<file path="config.mk">
export PLATFORM = sky130hd
export DESIGN_NAME = motor_command_packet_framer_core
export DESIGN_NICKNAME = d
export VERILOG_FILES = /design/src/design/mcpf_pkg.sv /design/src/design/mcpf_ctrl.sv /design/src/design/mcpf_dp.sv /design/src/design/motor_command_packet_framer_core.sv
export SDC_FILE = /design/constraint.sdc
export NUM_CORES = 1
export LEC_CHECK = 0
export ABC_CLOCK_PERIOD_IN_PS = 16600
export BUFFER_PORTS_ARGS = -buffer_cell sky130_fd_sc_hd__buf_2
export CAP_MARGIN = 20
export CORE_MARGIN = 4
export CORE_UTILIZATION = 35
export DETAILED_ROUTE_END_ITERATION = 12
export SLEW_MARGIN = 20
export SYNTH_ARGS = -nofsm -noshare
export SYNTH_HDL_FRONTEND = slang
export SYNTH_SLANG_ARGS = --single-unit
</file>
<file path="constraint.sdc">
create_clock -name clk -period 16.6 [get_ports clk]
set_input_delay 1.66 -clock clk [delete_from_list [all_inputs] [get_ports clk]]
set_output_delay 1.66 -clock clk [all_outputs]
set_load 0.01 [all_outputs]
</file>
<file path="src/design/mcpf_pkg.sv">
// shared types, codes and lookup functions for the motor command packet framer
// no dependencies
package mcpf_pkg;

  localparam int unsigned OpW      = 4;
  localparam int unsigned ByteW    = 8;
  localparam int unsigned WordW    = 32;
  localparam int unsigned IdxW     = 5;
  localparam int unsigned PayBytes = 17;
  localparam int unsigned PayW     = PayBytes * ByteW;
  localparam int unsigned SumW     = 7;

  // command kinds
  localparam logic [OpW-1:0] OP_FWD1      = 4'd0;
  localparam logic [OpW-1:0] OP_BACK1     = 4'd1;
  localparam logic [OpW-1:0] OP_FWD2      = 4'd2;
  localparam logic [OpW-1:0] OP_BACK2     = 4'd3;
  localparam logic [OpW-1:0] OP_DRIVE1    = 4'd4;
  localparam logic [OpW-1:0] OP_DRIVE2    = 4'd5;
  localparam logic [OpW-1:0] OP_PID1      = 4'd6;
  localparam logic [OpW-1:0] OP_PID2      = 4'd7;
  localparam logic [OpW-1:0] OP_SPD1      = 4'd8;
  localparam logic [OpW-1:0] OP_SPD2      = 4'd9;
  localparam logic [OpW-1:0] OP_SPD12     = 4'd10;
  localparam logic [OpW-1:0] OP_SPDDIST12 = 4'd11;

  // command codes sent on the wire
  localparam logic [ByteW-1:0] CMD_FWD1      = 8'd0;
  localparam logic [ByteW-1:0] CMD_BACK1     = 8'd1;
  localparam logic [ByteW-1:0] CMD_FWD2      = 8'd4;
  localparam logic [ByteW-1:0] CMD_BACK2     = 8'd5;
  localparam logic [ByteW-1:0] CMD_DRIVE1    = 8'd6;
  localparam logic [ByteW-1:0] CMD_DRIVE2    = 8'd7;
  localparam logic [ByteW-1:0] CMD_PID1      = 8'd28;
  localparam logic [ByteW-1:0] CMD_PID2      = 8'd29;
  localparam logic [ByteW-1:0] CMD_SPD1      = 8'd35;
  localparam logic [ByteW-1:0] CMD_SPD2      = 8'd36;
  localparam logic [ByteW-1:0] CMD_SPD12     = 8'd37;
  localparam logic [ByteW-1:0] CMD_SPDDIST12 = 8'd43;

  localparam logic [ByteW-1:0] DIST_FLAG = 8'd1;

  // controller to datapath
  typedef struct packed {
    logic load;
    logic emit;
  } mcpf_cmd_t;

  // datapath to controller
  typedef struct packed {
    logic op_ok;
    logic out_free;
    logic at_last;
  } mcpf_stat_t;

  function automatic logic op_valid(input logic [OpW-1:0] op);
    op_valid = (op <= OP_SPDDIST12);
  endfunction

  function automatic logic [ByteW-1:0] cmd_code(input logic [OpW-1:0] op);
    logic [ByteW-1:0] c;
    c = CMD_FWD1;
    unique case (op)
      OP_FWD1:      c = CMD_FWD1;
      OP_BACK1:     c = CMD_BACK1;
      OP_FWD2:      c = CMD_FWD2;
      OP_BACK2:     c = CMD_BACK2;
      OP_DRIVE1:    c = CMD_DRIVE1;
      OP_DRIVE2:    c = CMD_DRIVE2;
      OP_PID1:      c = CMD_PID1;
      OP_PID2:      c = CMD_PID2;
      OP_SPD1:      c = CMD_SPD1;
      OP_SPD2:      c = CMD_SPD2;
      OP_SPD12:     c = CMD_SPD12;
      OP_SPDDIST12: c = CMD_SPDDIST12;
      default:      c = CMD_FWD1;
    endcase
    cmd_code = c;
  endfunction

  // payload byte count per command
  function automatic logic [IdxW-1:0] pay_len(input logic [OpW-1:0] op);
    logic [IdxW-1:0] n;
    n = 5'd1;
    unique case (op)
      OP_PID1, OP_PID2:   n = 5'd16;
      OP_SPD1, OP_SPD2:   n = 5'd4;
      OP_SPD12:           n = 5'd8;
      OP_SPDDIST12:       n = 5'd17;
      default:            n = 5'd1;
    endcase
    pay_len = n;
  endfunction

endpackage

</file>
<file path="src/design/mcpf_ctrl.sv">
// controller state machine of the packet framer
// depends on mcpf_pkg
module mcpf_ctrl (
  input  logic                clk,
  input  logic                rst,
  input  logic                in_valid,
  output logic                in_stall,
  input  mcpf_pkg::mcpf_stat_t stat,
  output mcpf_pkg::mcpf_cmd_t  cmd
);
  import mcpf_pkg::*;

  typedef enum logic [1:0] {
    ST_IDLE = 2'b01,
    ST_SEND = 2'b10
  } state_t;

  state_t state, state_next;

  always_comb begin
    cmd.load = (state == ST_IDLE) && in_valid && stat.op_ok;
    cmd.emit = (state == ST_SEND) && stat.out_free;
    in_stall = (state != ST_IDLE);
  end

  always_comb begin
    state_next = state;
    unique case (state)
      ST_IDLE: if (cmd.load) state_next = ST_SEND;
      ST_SEND: if (cmd.emit && stat.at_last) state_next = ST_IDLE;
      default: state_next = ST_IDLE;
    endcase
  end

  always_ff @(posedge clk) begin
    if (rst) state <= ST_IDLE;
    else     state <= state_next;
  end

endmodule

</file>
<file path="src/design/mcpf_dp.sv">
// datapath of the packet framer: payload shifter, byte index, checksum, output register
// depends on mcpf_pkg
module mcpf_dp (
  input  logic                                clk,
  input  logic                                rst,
  input  logic [mcpf_pkg::OpW-1:0]            op,
  input  logic [mcpf_pkg::ByteW-1:0]          address,
  input  logic [mcpf_pkg::WordW-1:0]          word_a,
  input  logic [mcpf_pkg::WordW-1:0]          word_b,
  input  logic [mcpf_pkg::WordW-1:0]          word_c,
  input  logic [mcpf_pkg::WordW-1:0]          word_d,
  input  mcpf_pkg::mcpf_cmd_t                 cmd,
  output mcpf_pkg::mcpf_stat_t                stat,
  output logic                                out_valid,
  input  logic                                out_stall,
  output logic [mcpf_pkg::ByteW-1:0]          packet_byte,
  output logic                                last
);
  import mcpf_pkg::*;

  logic [ByteW-1:0] addr_q;
  logic [ByteW-1:0] code_q;
  logic [PayW-1:0]  pay;
  logic [PayW-1:0]  pay_init;
  logic [IdxW-1:0]  idx;
  logic [IdxW-1:0]  last_idx;
  logic [SumW-1:0]  sum;
  logic [ByteW-1:0] cur_byte;
  logic             cur_last;

  // payload laid out most significant byte first
  always_comb begin
    pay_init = '0;
    unique case (op)
      OP_PID1, OP_PID2:
        pay_init = {word_a, word_b, word_c, word_d, {ByteW{1'b0}}};
      OP_SPD1, OP_SPD2:
        pay_init = {word_a, {(PayW-WordW){1'b0}}};
      OP_SPD12:
        pay_init = {word_a, word_b, {(PayW-2*WordW){1'b0}}};
      OP_SPDDIST12:
        pay_init = {word_a, word_c, word_b, word_d, DIST_FLAG};
      default:
        pay_init = {word_a[ByteW-1:0], {(PayW-ByteW){1'b0}}};
    endcase
  end

  always_comb begin
    cur_last = (idx == last_idx);
    priority if (idx == 5'd0)  cur_byte = addr_q;
    else if (idx == 5'd1)      cur_byte = code_q;
    else if (cur_last)         cur_byte = {1'b0, sum};
    else                       cur_byte = pay[PayW-1 -: ByteW];
  end

  always_comb begin
    stat.op_ok    = op_valid(op);
    stat.out_free = !out_valid || !out_stall;
    stat.at_last  = cur_last;
  end

  always_ff @(posedge clk) begin
    if (cmd.load) begin
      addr_q   <= address;
      code_q   <= cmd_code(op);
      pay      <= pay_init;
      idx      <= '0;
      last_idx <= pay_len(op) + 5'd2;
      sum      <= '0;
    end else if (cmd.emit) begin
      idx <= idx + 5'd1;
      sum <= sum + cur_byte[SumW-1:0];
      if (idx >= 5'd2) pay <= {pay[PayW-ByteW-1:0], {ByteW{1'b0}}};
    end
  end

  // output register
  always_ff @(posedge clk) begin
    if (rst) begin
      out_valid <= 1'b0;
    end else if (cmd.emit) begin
      out_valid <= 1'b1;
    end else if (!out_stall) begin
      out_valid <= 1'b0;
    end
  end

  always_ff @(posedge clk) begin
    if (cmd.emit) begin
      packet_byte <= cur_byte;
      last        <= cur_last;
    end
  end

endmodule

</file>
<file path="src/design/motor_command_packet_framer_core.sv">
// top level of the motor command packet framer
// depends on mcpf_pkg, mcpf_ctrl and mcpf_dp
//
// takes one motor command beat and sends its serial packet out one byte per beat:
// device address, command code, payload (one low byte for the open-loop commands,
// 32-bit words most significant byte first otherwise, plus a trailing flag byte of
// one for the speed-with-distance command) and a checksum byte, the sum of all
// earlier bytes masked to 7 bits, which carries last. packets are 4, 7, 11, 19 or
// 20 bytes long; a command kind above 11 is taken and dropped and gives no packet.
// one byte leaves per cycle while out_stall is low; the command is taken while
// the block is idle, before its first byte goes out, and in_stall is held from
// the cycle after a command is taken until the checksum byte has gone into the
// output register, so the next command may be taken while that byte still waits
// downstream. the byte index counter walks the payload shifter one byte per cycle
// while the output register is free to take a byte.
module motor_command_packet_framer_core (
  input  logic                       clk,
  input  logic                       rst,
  input  logic                       in_valid,
  output logic                       in_stall,
  input  logic [mcpf_pkg::OpW-1:0]   op,
  input  logic [mcpf_pkg::ByteW-1:0] address,
  input  logic [mcpf_pkg::WordW-1:0] word_a,
  input  logic [mcpf_pkg::WordW-1:0] word_b,
  input  logic [mcpf_pkg::WordW-1:0] word_c,
  input  logic [mcpf_pkg::WordW-1:0] word_d,
  output logic                       out_valid,
  input  logic                       out_stall,
  output logic [mcpf_pkg::ByteW-1:0] packet_byte,
  output logic                       last
);
  import mcpf_pkg::*;

  // command and status between controller and datapath
  mcpf_cmd_t  cmd;
  mcpf_stat_t stat;

  // sequences the bytes of one packet
  mcpf_ctrl u_ctrl (
    .clk      (clk),
    .rst      (rst),
    .in_valid (in_valid),
    .in_stall (in_stall),
    .stat     (stat),
    .cmd      (cmd)
  );

  // holds the command, builds each byte and the checksum, drives the output beat
  mcpf_dp u_dp (
    .clk         (clk),
    .rst         (rst),
    .op          (op),
    .address     (address),
    .word_a      (word_a),
    .word_b      (word_b),
    .word_c      (word_c),
    .word_d      (word_d),
    .cmd         (cmd),
    .stat        (stat),
    .out_valid   (out_valid),
    .out_stall   (out_stall),
    .packet_byte (packet_byte),
    .last        (last)
  );

endmodule
</file>
==> results of run 1 <==
routing by layer:
| layer | global-route usage | wire length, um | up-vias |
|---|---|---|---|
| met4 | 0.0528 | 427 | 14 |
| met1 | 0.205 | 8810 | 2837 |
| met5 | 0 | 77 | - |
| li1 | - | - | 2900 |
| met2 | 0.234 | 9100 | 190 |
| met3 | 0.0549 | 1560 | 40 |
final timing paths:
kind	slack [ns]	cells after the start	to
max	12.55	14	u_dp.sum[6]
min	0.49	2	u_dp.sum[0]
max reg2reg	12.55	14	u_dp.sum[6]
min reg2reg	0.49	2	u_dp.sum[0]
logic make-up after synthesis:
family / synth area share
DFF: 0.612
xor gates and xnor gates: 0.0128
AOI/OAI and AO/OA: 0.135
muxes: 0.0246
adders and majority gates: 0.0270
buffers and inverters: 0.0329
and+or+nand+nor: 0.155
worst min-delay path, cell delays in order (launching register included):
cell	delay, ns
dfxtp_1	0.32
nand2_1	0.06
a21oi_1	0.06
sequential cells by signal, summed over array words and instances (netlist names):
register          count
u_ctrl.state          2
u_dp.pay            129
u_dp.packet_byte      8
u_dp.idx              5
u_dp.last             1
u_dp.last_idx         4
u_dp.addr_q           8
u_dp.out_valid        1
u_dp.sum              7
u_dp.code_q           6
layout make-up:
cell class	instances	area, sq um
fill	2155	13000
sequential	171	4980
multi-input combinational	475	2910
timing repair buffer	162	831
clock buffer	17	425
tap	313	392
clock inverter	15	198
inverter	11	43.8
antenna	1	2.50
power by group:
group / switching [mW] / internal [mW] / total (mW) / leakage (nW)
combinational: 0.0827 / 0.0524 / 0.135 / 1.93
sequential: 0.0127 / 0.516 / 0.529 / 1.61
clock: 0.170 / 0.252 / 0.422 / 0.299
total: 0.265 / 0.820 / 1.09 / 3.84
synthesized netlist by cell type, types with 2 or more instances:
master / n
edfxtp_1: 156
nor2_1: 143
nand2_1: 78
a221oi_1: 64
clkbuf_1: 30
nand3_1: 30
a22o_1: 26
mux2i_1: 20
ha_1: 16
dfxtp_1: 15
buf_1: 13
o21ai_1: 10
a21oi_1: 9
and3_1: 7
inv_1: 7
nand2b_1: 7
xnor2_1: 6
a22oi_1: 5
and2_1: 4
buf_2: 4
buf_6: 4
inv_2: 4
o21ai_0: 4
xor2_1: 4
a211oi_1: 3
a21o_1: 3
nand4_1: 3
nor2b_1: 3
nor3_1: 3
or2_1: 3
o21bai_1: 2
o22ai_1: 2
layout by cell type, fill, tap and decap left out, types with 4 or more instances in the layout:
| cell type | count |
|---|---|
| edfxtp_1 | 156 |
| buf_2 | 154 |
| nor2_1 | 143 |
| nand2_1 | 78 |
| a221oi_1 | 64 |
| nand3_1 | 29 |
| a22o_1 | 26 |
| mux2i_1 | 20 |
| clkbuf_16 | 17 |
| ha_1 | 16 |
| dfxtp_1 | 15 |
| o21ai_1 | 10 |
| a21oi_1 | 9 |
| buf_4 | 8 |
| and3_1 | 7 |
| inv_1 | 7 |
| nand2b_1 | 7 |
| xnor2_1 | 6 |
| a22oi_1 | 5 |
| xor2_1 | 4 |
| bufinv_16 | 4 |
| clkinv_2 | 4 |
metrics by stage:
stage / power (mW) / setup slack (ns)
after global placement: 0.671 / 12.17
after global routing: 1.14 / 12.22
final: 1.09 / 12.55
after CTS: 1.10 / 12.55
after floorplan: 0.633 / 4.71
after detailed placement: 0.674 / 12.13
==> out/summary.md, run 1 <==
Yosys mapped a number of flops with a built-in enable equal to 156. The kind of cell with the highest combined delay along the critical path is compound AO/OA/AOI/OAI gates. Global routing finished with a remaining overflow of 0. The worst path in the final design needs a cycle of 4.05 ns, including I/O delays and setup.

The most numerous cell type found on the critical path is mux2i_1. The tools report the critical path data required time as 16.89 ns. After synthesis, the mean cell area works out to 11.5 sq um.

Relative to the synthesized area, the layout overhead comes to 20.3%. The analysis attributes to cell leakage a power of 3.84 nW. After synthesis, the cell types taking the most area are edfxtp_1, a221oi_1, nor2_1. On the worst path, the slowest cell contributes a delay of 0.45 ns. The ratio of cells with drive above 1 in the final layout was 0.248; the number of input and output port buffers inserted was 154. The clock-pin transition on the worst setup and hold timing paths works out to 0.07 ns.

During synthesis, Yosys emitted a total of 0 warnings. The final clock period utilization by the worst path was 0.244. Setup repair after global routing left no endpoint under its margin. Counting every instance in the synthesized netlist gives 708.

The critical path contains buffers and inverters numbering 0 combined. For the pin with the worst max-slew slack, the measured transition is 0.987 ns. The tools report the CTS buffer count as 17. Dividing the detail-routed via count by the number of cells gives 5.13. TritonCTS built the clock tree. The placed instance area is 9170 sq um, and the number of detailed-routing iterations run before antenna repair is 5. In this run, post-CTS repair resized a total of 0 instances. The startpoint-to-endpoint class of the critical path is flop to flop. The clock tree synthesis step divided the H-tree into 4 levels. The number of nets in the synthesized netlist is 869. The wire length of the first global-routing pass is 31,300 um, and the maximum root-to-sink buffer count is 2. The area share of the largest cell type after synthesis came out at 0.575. The tools report the worst hold slack as 0.486 ns.

The critical-path maximum fanout was 9. In this run the clock root is driven by a clkbuf_16. Based on the critical path, the design can be clocked at up to 247 MHz. The logs give 9790 sq um for the post-route cell area and 5,874 for the number of global-route vias before repair. The initial antenna violation count came out at 8. Routability-driven placement finished with a final weighted congestion of 0.811.

The run gives 1,165 as the final cell count without fillers. In the synthesized netlist the dominant register cell turns out to be edfxtp_1. The clock reaches the later pin of the worst-skew pair after 0.43 ns. The headroom to the max-slew limit is 0.342. Traced cell by cell, the critical path runs through xnor2_1, nand3_2, nor2_4, mux2i_1, mux2i_1, o221a_1, ha_1, fa_1, a211oi_1, o21bai_1, a21oi_4, nor2_1, a2111oi_1, nand4_1. The nature of the critical path endpoint was a flop. edfxtp_1 takes more of the synthesized area than any other cell. The number of slew-limit violations in the final report was 0. The post-detailed-route wirelength per cell was 17.1 um; the full die area was 25,800 sq um. The number of max-capacitance violations reported was 0. Type of element launching the critical path: a flop. In this run the worst setup path begins at u_dp.last_idx[4].

For the final routed database, the setup TNS stands at 0 ns. Dividing total power by cell area gives a power density of 111 nW/um^2. The proportion of synthesized flip-flops having asynchronous set or reset works out to 0.

The floorplan has 55 rows. In the routed design, unresolved DRC markers number 0. The number of nets in the layout was 999; the chip width was 161 um.

The starting utilization of the core area is 0.357. The logs give 0.154 for the global router's overall resource usage and 20,000 um for the routed wire length. The slowest stage of the critical path is the fa_1 cell. The tools report the worst setup skew after layout as 0.00899 ns.

In this run the vertical extent of the chip is 161 um. For this block, the via count after detailed routing is 5,981. The number of hold buffers added after CTS was 0. Counting every sink on the clock net gives 171. Type of the tightest min-delay check: flop to flop. STA puts the critical path data arrival time at 4.34 ns. The startpoint of the lowest-slack register-to-register path is u_dp.last_idx[4]. For the count of antenna-violating nets left after detailed routing, the log shows 0. Synthesis inferred 171 register bits. The number of different library cells in the post-synthesis netlist is 52, and the maximum number of pins on one net before global-route repair is 85.

In this run the most critical hold path is launched from u_dp.sum[0]. The wire-length estimate of the detail-placed layout is 13,100 um. For the portion of the post-synthesis area used by sequential elements, the log shows 0.612.

The area of the core region was 22,800 sq um; the area of the mapped netlist was 8140 sq um. The placed instance count is 1,132, and the number of hold violations in the final report is 0. The maximum VDD drop came out at 0.0512 mV. The flow ran to the end, and the final reports show no timing, DRC or antenna violations. The utilization after layout came out at 0.430. Setup violations remaining at the end of the flow were counted as 0. During I/O placement, the number of pins put on the boundary was 155. Post-CTS setup buffer count: 0. The count of routing violations after the opening detailed-route iteration is 459.
Note: power is estimated with default switching activity, not from simulation.
==> run 2, diff against run 1 <==
ABC_CLOCK_PERIOD_IN_PS = 3400   (was 16600)
clock period = 3.4 ns   (was 16.6 ns; I/O delays follow)
==> run 2 against run 1 <==
Net effect:
- via count down 0.13%
- critical path depth increased by 1
- worst hold slack got worse by 0.41 ns
- critical endpoint unchanged
- worst setup slack got worse by 12 ns
- clock power rose to 4.5 times the previous value
- sequential share of layout area is 0.59 points lower
- die area did not move
- first-iteration DRC count increased by 11%
==> out/summary.md, run 2 (same netlist as run 1, synthesis figures left out) <==
The run finished with clean final reports. The full die area was 25,800 sq um. The area of the multi-input gates is 2950 sq um.

Across the routed clock network, the largest skew measured is 0.0119 ns. Counting flops per register, the top entry is u_dp.pay. The tools report the initial antenna violation count as 5.

The library cell used most frequently in the layout, excluding fill and tap cells, is edfxtp_1. The number of hold violations in the final report is 0, and the CTS buffer count is 17. In the layout the commonest cells are edfxtp_1, buf_2, nor2_1. Global routing finished with a remaining overflow of 0. The cell row count is 55, and the number of input and output port buffers inserted is 154. STA classifies the critical path startpoint as a flop. The count of antenna-violating nets left after detailed routing is 0. In the post-route analysis, the smallest setup slack over all paths is 0.185 ns. The chip width works out to 161 um. The critical path goes through buf_4, inv_1, ha_1, buf_4, o21ai_4, buf_4, a22oi_1, fa_2, a211oi_2, o21bai_1, a21oi_4, buf_4, nor4b_1, a2111oi_2, nand4_1.

The run gives 0.359 as the headroom to the max-slew limit. For this run, the top clock speed supported by timing is 311 MHz. The wire-length estimate of the detail-placed layout is 13,300 um. Of all nets on the critical path, the largest fanout is 6. Startpoint of the lowest-slack register-to-register path: u_dp.idx[0]. The flip-flop count of the largest register, all copies and words added works out to 129. Maximum root-to-sink buffer count: 2. Most numerous cell on the critical path: buf_4. The utilization after layout came out at 0.435. The register-to-register setup slack came out at 0.18 ns. The total power divided by cell area works out to 522 nW/um^2.

In this run the clock root is driven by a clkbuf_16. The count of routing violations after the opening detailed-route iteration came out at 510. The total number of clock tree sinks was 171. Critical path data required time: 3.69 ns. The area of the core region came out at 22,800 sq um. Measured in cells, the most critical reg-to-reg path has a length of 15. After the last flow step, the layout net total stands at 1,013. The worst-case IR drop observed on VDD is 0.312 mV.

Dividing the detail-routed wire length by the instance count gives 17.3 um. At the pin with the least slew margin, the transition time is 0.962 ns. The ratio of cells with drive above 1 in the final layout was 0.269; the number of fill cells in the layout was 2,198. The maximum number of pins on one net before global-route repair is 130. The sum of buffers and inverters on the critical path is 5, and the number of global-route vias before repair is 5,811. For the worst setup path, the data arrival time is 3.51 ns.

Summing over every cut layer, the via total after detailed routing is 5,973. Startpoint-to-endpoint class of the critical path: flop to flop. The worst hold path passes through 2 cells. Nature of the critical path endpoint: a flop. Critical hold path startpoint: rst.

The number of setup violations in the final report was 0; the placed instance count was 1,141. For the setup slack at placement, the log shows -0.0364 ns. The worst register-to-register path ends at u_dp.sum[6]. For the DRC violations left, the log shows 0. Before antenna repair, the detailed router went through 5 iterations. The number of buffers inserted for hold repair after clock tree synthesis is 0, and the footprint of the flip-flops and latches is 4990 sq um. The number of max-capacitance violations reported was 0; the final critical-path required period was 3.22 ns.

For this design, the slowest cell found on the critical path is a2111oi_2. The starting utilization of the core area was 0.357. The tightest min-delay check is of the primary input to flop type.

The final cell count without fillers was 1,182. Routability-driven placement finished with a final weighted congestion of 0.823. The cell family with the largest share of critical-path delay was compound AO/OA/AOI/OAI gates. The end of the worst hold path was u_dp.out_valid. The H-tree generated during clock tree synthesis spans 4 levels. The routed wire length came out at 20,500 um. The global router's overall resource usage was 0.156. The run gives 0.42 ns as the clock network latency to the later pin of the worst-skew pair. The largest registers in the layout are u_dp.pay x129, u_dp.addr_q x8, u_dp.packet_byte x8. The run gives 31,900 um as the wire length of the first global-routing pass. TritonCTS built the clock tree.

Final clock period utilization by the worst path: 0.946. The I/O pin total was 155. The analysis attributes to cell leakage a power of 3.90 nW. The die is 161 um tall. The clock-pin transition on the worst setup and hold timing paths is 0.07 ns. Number of vias per cell after detailed routing: 5.05. The worst stage delay on the critical path was 0.34 ns; the layout-stage area growth over the synthesis result was 21.7%. The number of slew-limit violations in the final report was 0.
==> run 2: changes by cell type in the layout (fill, tap and decap cells not counted), moves of 2 or more <==
cell | before | now
buf_4 | 8 | 20
bufinv_16 | 4 | 1
diode_2 | 1 | 4
inv_8 | 0 | 3
buf_12 | 0 | 2
clkinv_2 | 4 | 2
clkinvlp_4 | 3 | 5
dfxtp_1 | 15 | 13
dfxtp_2 | 0 | 2
xnor2_1 | 6 | 4
xnor2_2 | 1 | 3
==> run 2: how the worst max path moves through the flow <==
stage	to	cells after the start	slack, ns	from
global route	u_dp.sum[6]	15	-0.008	u_dp.last_idx[2]
global placement	u_dp.sum[6]	14	0.07	u_dp.idx[2]
CTS	u_dp.sum[6]	14	0.03	u_dp.last_idx[3]
floorplan	u_dp.pay[0]	4	0.003	u_ctrl.state[0]
finish	u_dp.sum[6]	15	0.18	u_dp.idx[0]
detailed placement	u_dp.sum[6]	14	-0.04	u_dp.idx[2]
==> run 2: timing repair <==
| item | in CTS | in global routing |
|---|---|---|
| buffers inserted | 0 | 5 |
| pin swaps | 0 | 4 |
| resized for setup | 2 | 5 |
| hold endpoints to repair | 0 | 0 |
| setup endpoints to repair | 1 | 1 |
==> run 2: metal layers <==
layer	wire, um	global-route usage
met1	9070	0.209
met2	9540	0.239
met4	333	0.0501
met5	35	0
met3	1490	0.0523
==> run 2: power breakdown <==
group          switching, mW  internal, mW
clock                  0.881          1.02
combinational          0.416         0.275
sequential            0.0605          2.52
total                   1.36          3.82
==> run 2: area by class of cell <==
class                      count  area share
sequential                   171       0.503
inverter                      11     0.00442
tap                          313      0.0395
clock inverter                15      0.0143
antenna                        4     0.00101
multi-input combinational    475       0.298
timing repair buffer         176      0.0970
clock buffer                  17      0.0429
==> run 2: worst register-to-register path, cell delays in order (launching register included) <==
cell	delay, ns
dfxtp_1	0.33
buf_4	0.16
inv_1	0.07
ha_1	0.30
buf_4	0.25
o21ai_4	0.09
buf_4	0.15
a22oi_1	0.29
fa_2	0.29
a211oi_2	0.07
o21bai_1	0.23
a21oi_4	0.10
buf_4	0.15
nor4b_1	0.14
a2111oi_2	0.34
nand4_1	0.13
==> run 2: metrics by stage <==
stage                     TNS [ns]  power, mW  area (sq um)  hold WS, ns
final                            0       5.17          9910       0.0801
after global routing      -0.00845       5.42          9900       0.0597
after CTS                        0       5.22          9840       0.0532
after detailed placement   -0.0364       3.31          9260        0.482
after global placement           0       3.30          9260        0.473
after floorplan                  0       3.05          8160        0.409
==> run 3, diff against run 2 <==
==> constraint.sdc (replaced) <==
create_clock -name clk -period 3.4 [get_ports clk]
set_input_delay 0.17 -clock clk [delete_from_list [all_inputs] [get_ports clk]]
set_output_delay 0.17 -clock clk [all_outputs]
set_load 0.01 [all_outputs]
==> run 3 against run 2 <==
Net effect:
- fmax down 0.77%
- worst hold slack got worse by 0.048 ns
- clock skew is 0.0014 ns lower
- register-to-register slack got worse by 0.02 ns
- via count increased by 0.79%
- first-iteration DRC count down 15%
- sequential share of layout area is 0.73 points lower
- final area is 1.5% higher
- count of clock-buffer cells in the layout rose by 5
- highest routed layer unchanged
==> out/summary.md, run 3 (same netlist as run 1, synthesis figures left out) <==
The layout-stage area growth over the synthesis result is 23.5%. The number of input and output port buffers inserted is 154. The logs give 435 for the count of routing violations after the opening detailed-route iteration and 0.130 for the combinational share of power. The global router's overall resource usage was 0.153.

For the utilization after layout, the log shows 0.441. Summed over all layers, the global routing overflow is 0. The total area inside the core boundary comes to 22,800 sq um. The number of slew-limit violations in the final report came out at 0. The I/O pin total is 155. The tools report the starting utilization of the core area as 0.357. At the pin with the least slew margin, the transition time is 0.931 ns.

Internal power comes to 4.05 mW. The switching power as a share of total power is 0.239. The worst-case IR drop observed on VDD is 0.314 mV. The tree is rooted in a clkbuf_16. The logs give 0.808 for the final weighted congestion in routability-driven placement and 9280 sq um for the placed instance area.

The die covers 25,800 sq um. More flip-flops sit in one register than any other, and that register is u_dp.pay. Detailed routing inserted a total of 6,020 vias.

For this design the ratio of total power to cell area is 530 nW/um^2. After detailed routing, the number of vias per cell comes to 5.07. The number of setup violations in the final report is 0.

The flip-flop count of the largest register, all copies and words added came out at 129. After detailed routing, the average wire length per cell comes to 17.0 um. The initial antenna violation count is 7. The headroom to the max-slew limit was 0.379; the total number of clock tree sinks was 171. After routing, the total negative slack on setup checks comes to 0 ns. TritonCTS built the clock tree.

For this design the total switching power over the nets is 1.28 mW. Ratio of cells with drive above 1 in the final layout: 0.264. The count of antenna-violating nets left after detailed routing is 0, and the maximum number of pins on one net before global-route repair is 131. The die is 161 um wide. The run gives 3.96 nW as the leakage power summed over all cells. The most common library cell in the layout ignoring fill and taps was edfxtp_1. The worst hold path belongs to the class primary input to flop. The largest registers in the layout are u_dp.pay x129, u_dp.addr_q x8, u_dp.packet_byte x8. The tools report the DRC violations left as 0. The run gives 20,200 um as the routed wire length. The power share of the sequential group was 0.484.

The achievable frequency was 309 MHz. Clock skew on the completed layout was measured at 0.0105 ns. The first detailed-routing pass took 5 iterations. Data on the critical path is required at its endpoint by 3.69 ns. For the finished layout, the period the worst path requires is 3.24 ns. The detailed-placement wirelength estimate was 13,000 um; the number of global-route vias before repair was 5,827. The flow ran to the end, and the final reports show no timing, DRC or antenna violations. The wire length of the first global-routing pass is 31,500 um, and the clock network latency to the later pin of the worst-skew pair is 0.42 ns.

STA classifies the critical path endpoint as a flop. Data arrives at the worst endpoint at 3.53 ns. The number of max-capacitance violations reported came out at 0.

The clock-pin transition on the worst setup and hold timing paths was 0.07 ns; the number of levels the H-tree was split into was 4. The critical-path maximum fanout came out at 6. Row generation in the floorplan step produced 55 rows.

After layout, the design draws a total of 5.33 mW. The type of element launching the critical path was a flop. Startpoint-to-endpoint class of the critical path: flop to flop. The floorplan step set the die height to 161 um.

The final clock period utilization by the worst path was 0.953. The number of nets in the layout was 1,020. The logs give 0.386 for the clock network fraction of design power and 0.0318 ns for the worst hold slack. TritonCTS created 17 clock buffers.

Setup repair after global routing could not meet its margin everywhere. The top cell types in the final layout, fill and taps aside, are edfxtp_1, buf_2, nor2_1. The maximum root-to-sink buffer count came out at 2. The logs give 10,100 sq um for the post-route cell area and 0 for the number of hold violations in the final report.
## run 3: cell types whose count changed in the layout (fill, tap and decap cells not counted), moves of 2 or more
cell	delta
dlygate4sd3_1	+9
buf_4	-3
clkbuf_1	+4
bufinv_16	+3
clkinvlp_4	-2
inv_8	-3
## run 3: layer usage
metal | vias up | track usage | wire [um]
li1 | 2946 | - | -
met1 | 2868 | 0.205 | 9230
met2 | 173 | 0.238 | 9300
met3 | 25 | 0.0493 | 1330
met4 | 8 | 0.0442 | 306
met5 | - | 0 | 55
## run 3: path summary, 6_finish.rpt
kind              cells past startpoint  slack [ns]              from          end
hold reg to reg                       2        0.50       u_dp.sum[5]  u_dp.sum[5]
setup reg to reg                     14        0.16  u_dp.last_idx[2]  u_dp.sum[6]
hold / removal                        2        0.03         word_d[0]  u_dp.pay[8]
setup / recovery                     14        0.16  u_dp.last_idx[2]  u_dp.sum[6]
## run 3: layout make-up
type                       count  area, sq um
clock buffer                  22          454
multi-input combinational    475         2960
timing repair buffer         183         1050
antenna                        3         7.51
sequential                   171         4990
fill                        2140        12700
inverter                      11         43.8
tap                          313          392
clock inverter                10          165
## run 3: what timing repair did
item,CTS,global route
gates cloned,0,0
hold buffers,9,0
endpoints found under the hold margin,11,0
pin swaps,0,6
buffers inserted,0,3
gates resized for setup,4,5
endpoints found under the setup margin,1,1
## run 3: power groups by stage
| stage | clock (mW) | combinational [mW] | sequential (mW) |
|---|---|---|---|
| 5_1_grt | 2.19 | 0.785 | 2.59 |
| 3_3_place_gp | 0 | 0.678 | 2.62 |
| 6_report | 2.06 | 0.694 | 2.58 |
| 3_5_place_dp | 0 | 0.686 | 2.62 |
| 4_1_cts | 2.10 | 0.699 | 2.58 |
| 2_1_floorplan | 0 | 0.445 | 2.61 |
## run 3: worst max-delay path, stage by stage (launching register included)
cell,delay [ns]
edfxtp_1,0.41
xnor2_2,0.20
nand2_2,0.11
nor2_4,0.14
mux2i_2,0.24
mux2i_1,0.10
o221a_1,0.26
ha_2,0.20
fa_2,0.37
a211oi_2,0.27
o21bai_2,0.12
a21oi_4,0.20
nor2_2,0.07
a2111oi_2,0.31
nand4_1,0.11
## run 3: stage by stage
step                      instances  setup WS, ns
after floorplan                 708       0.00291
after global placement         1141        0.0553
after detailed placement       1141       -0.0809
after CTS                      1182        0.0143
after global routing           1188       -0.0439
final                          1188         0.160
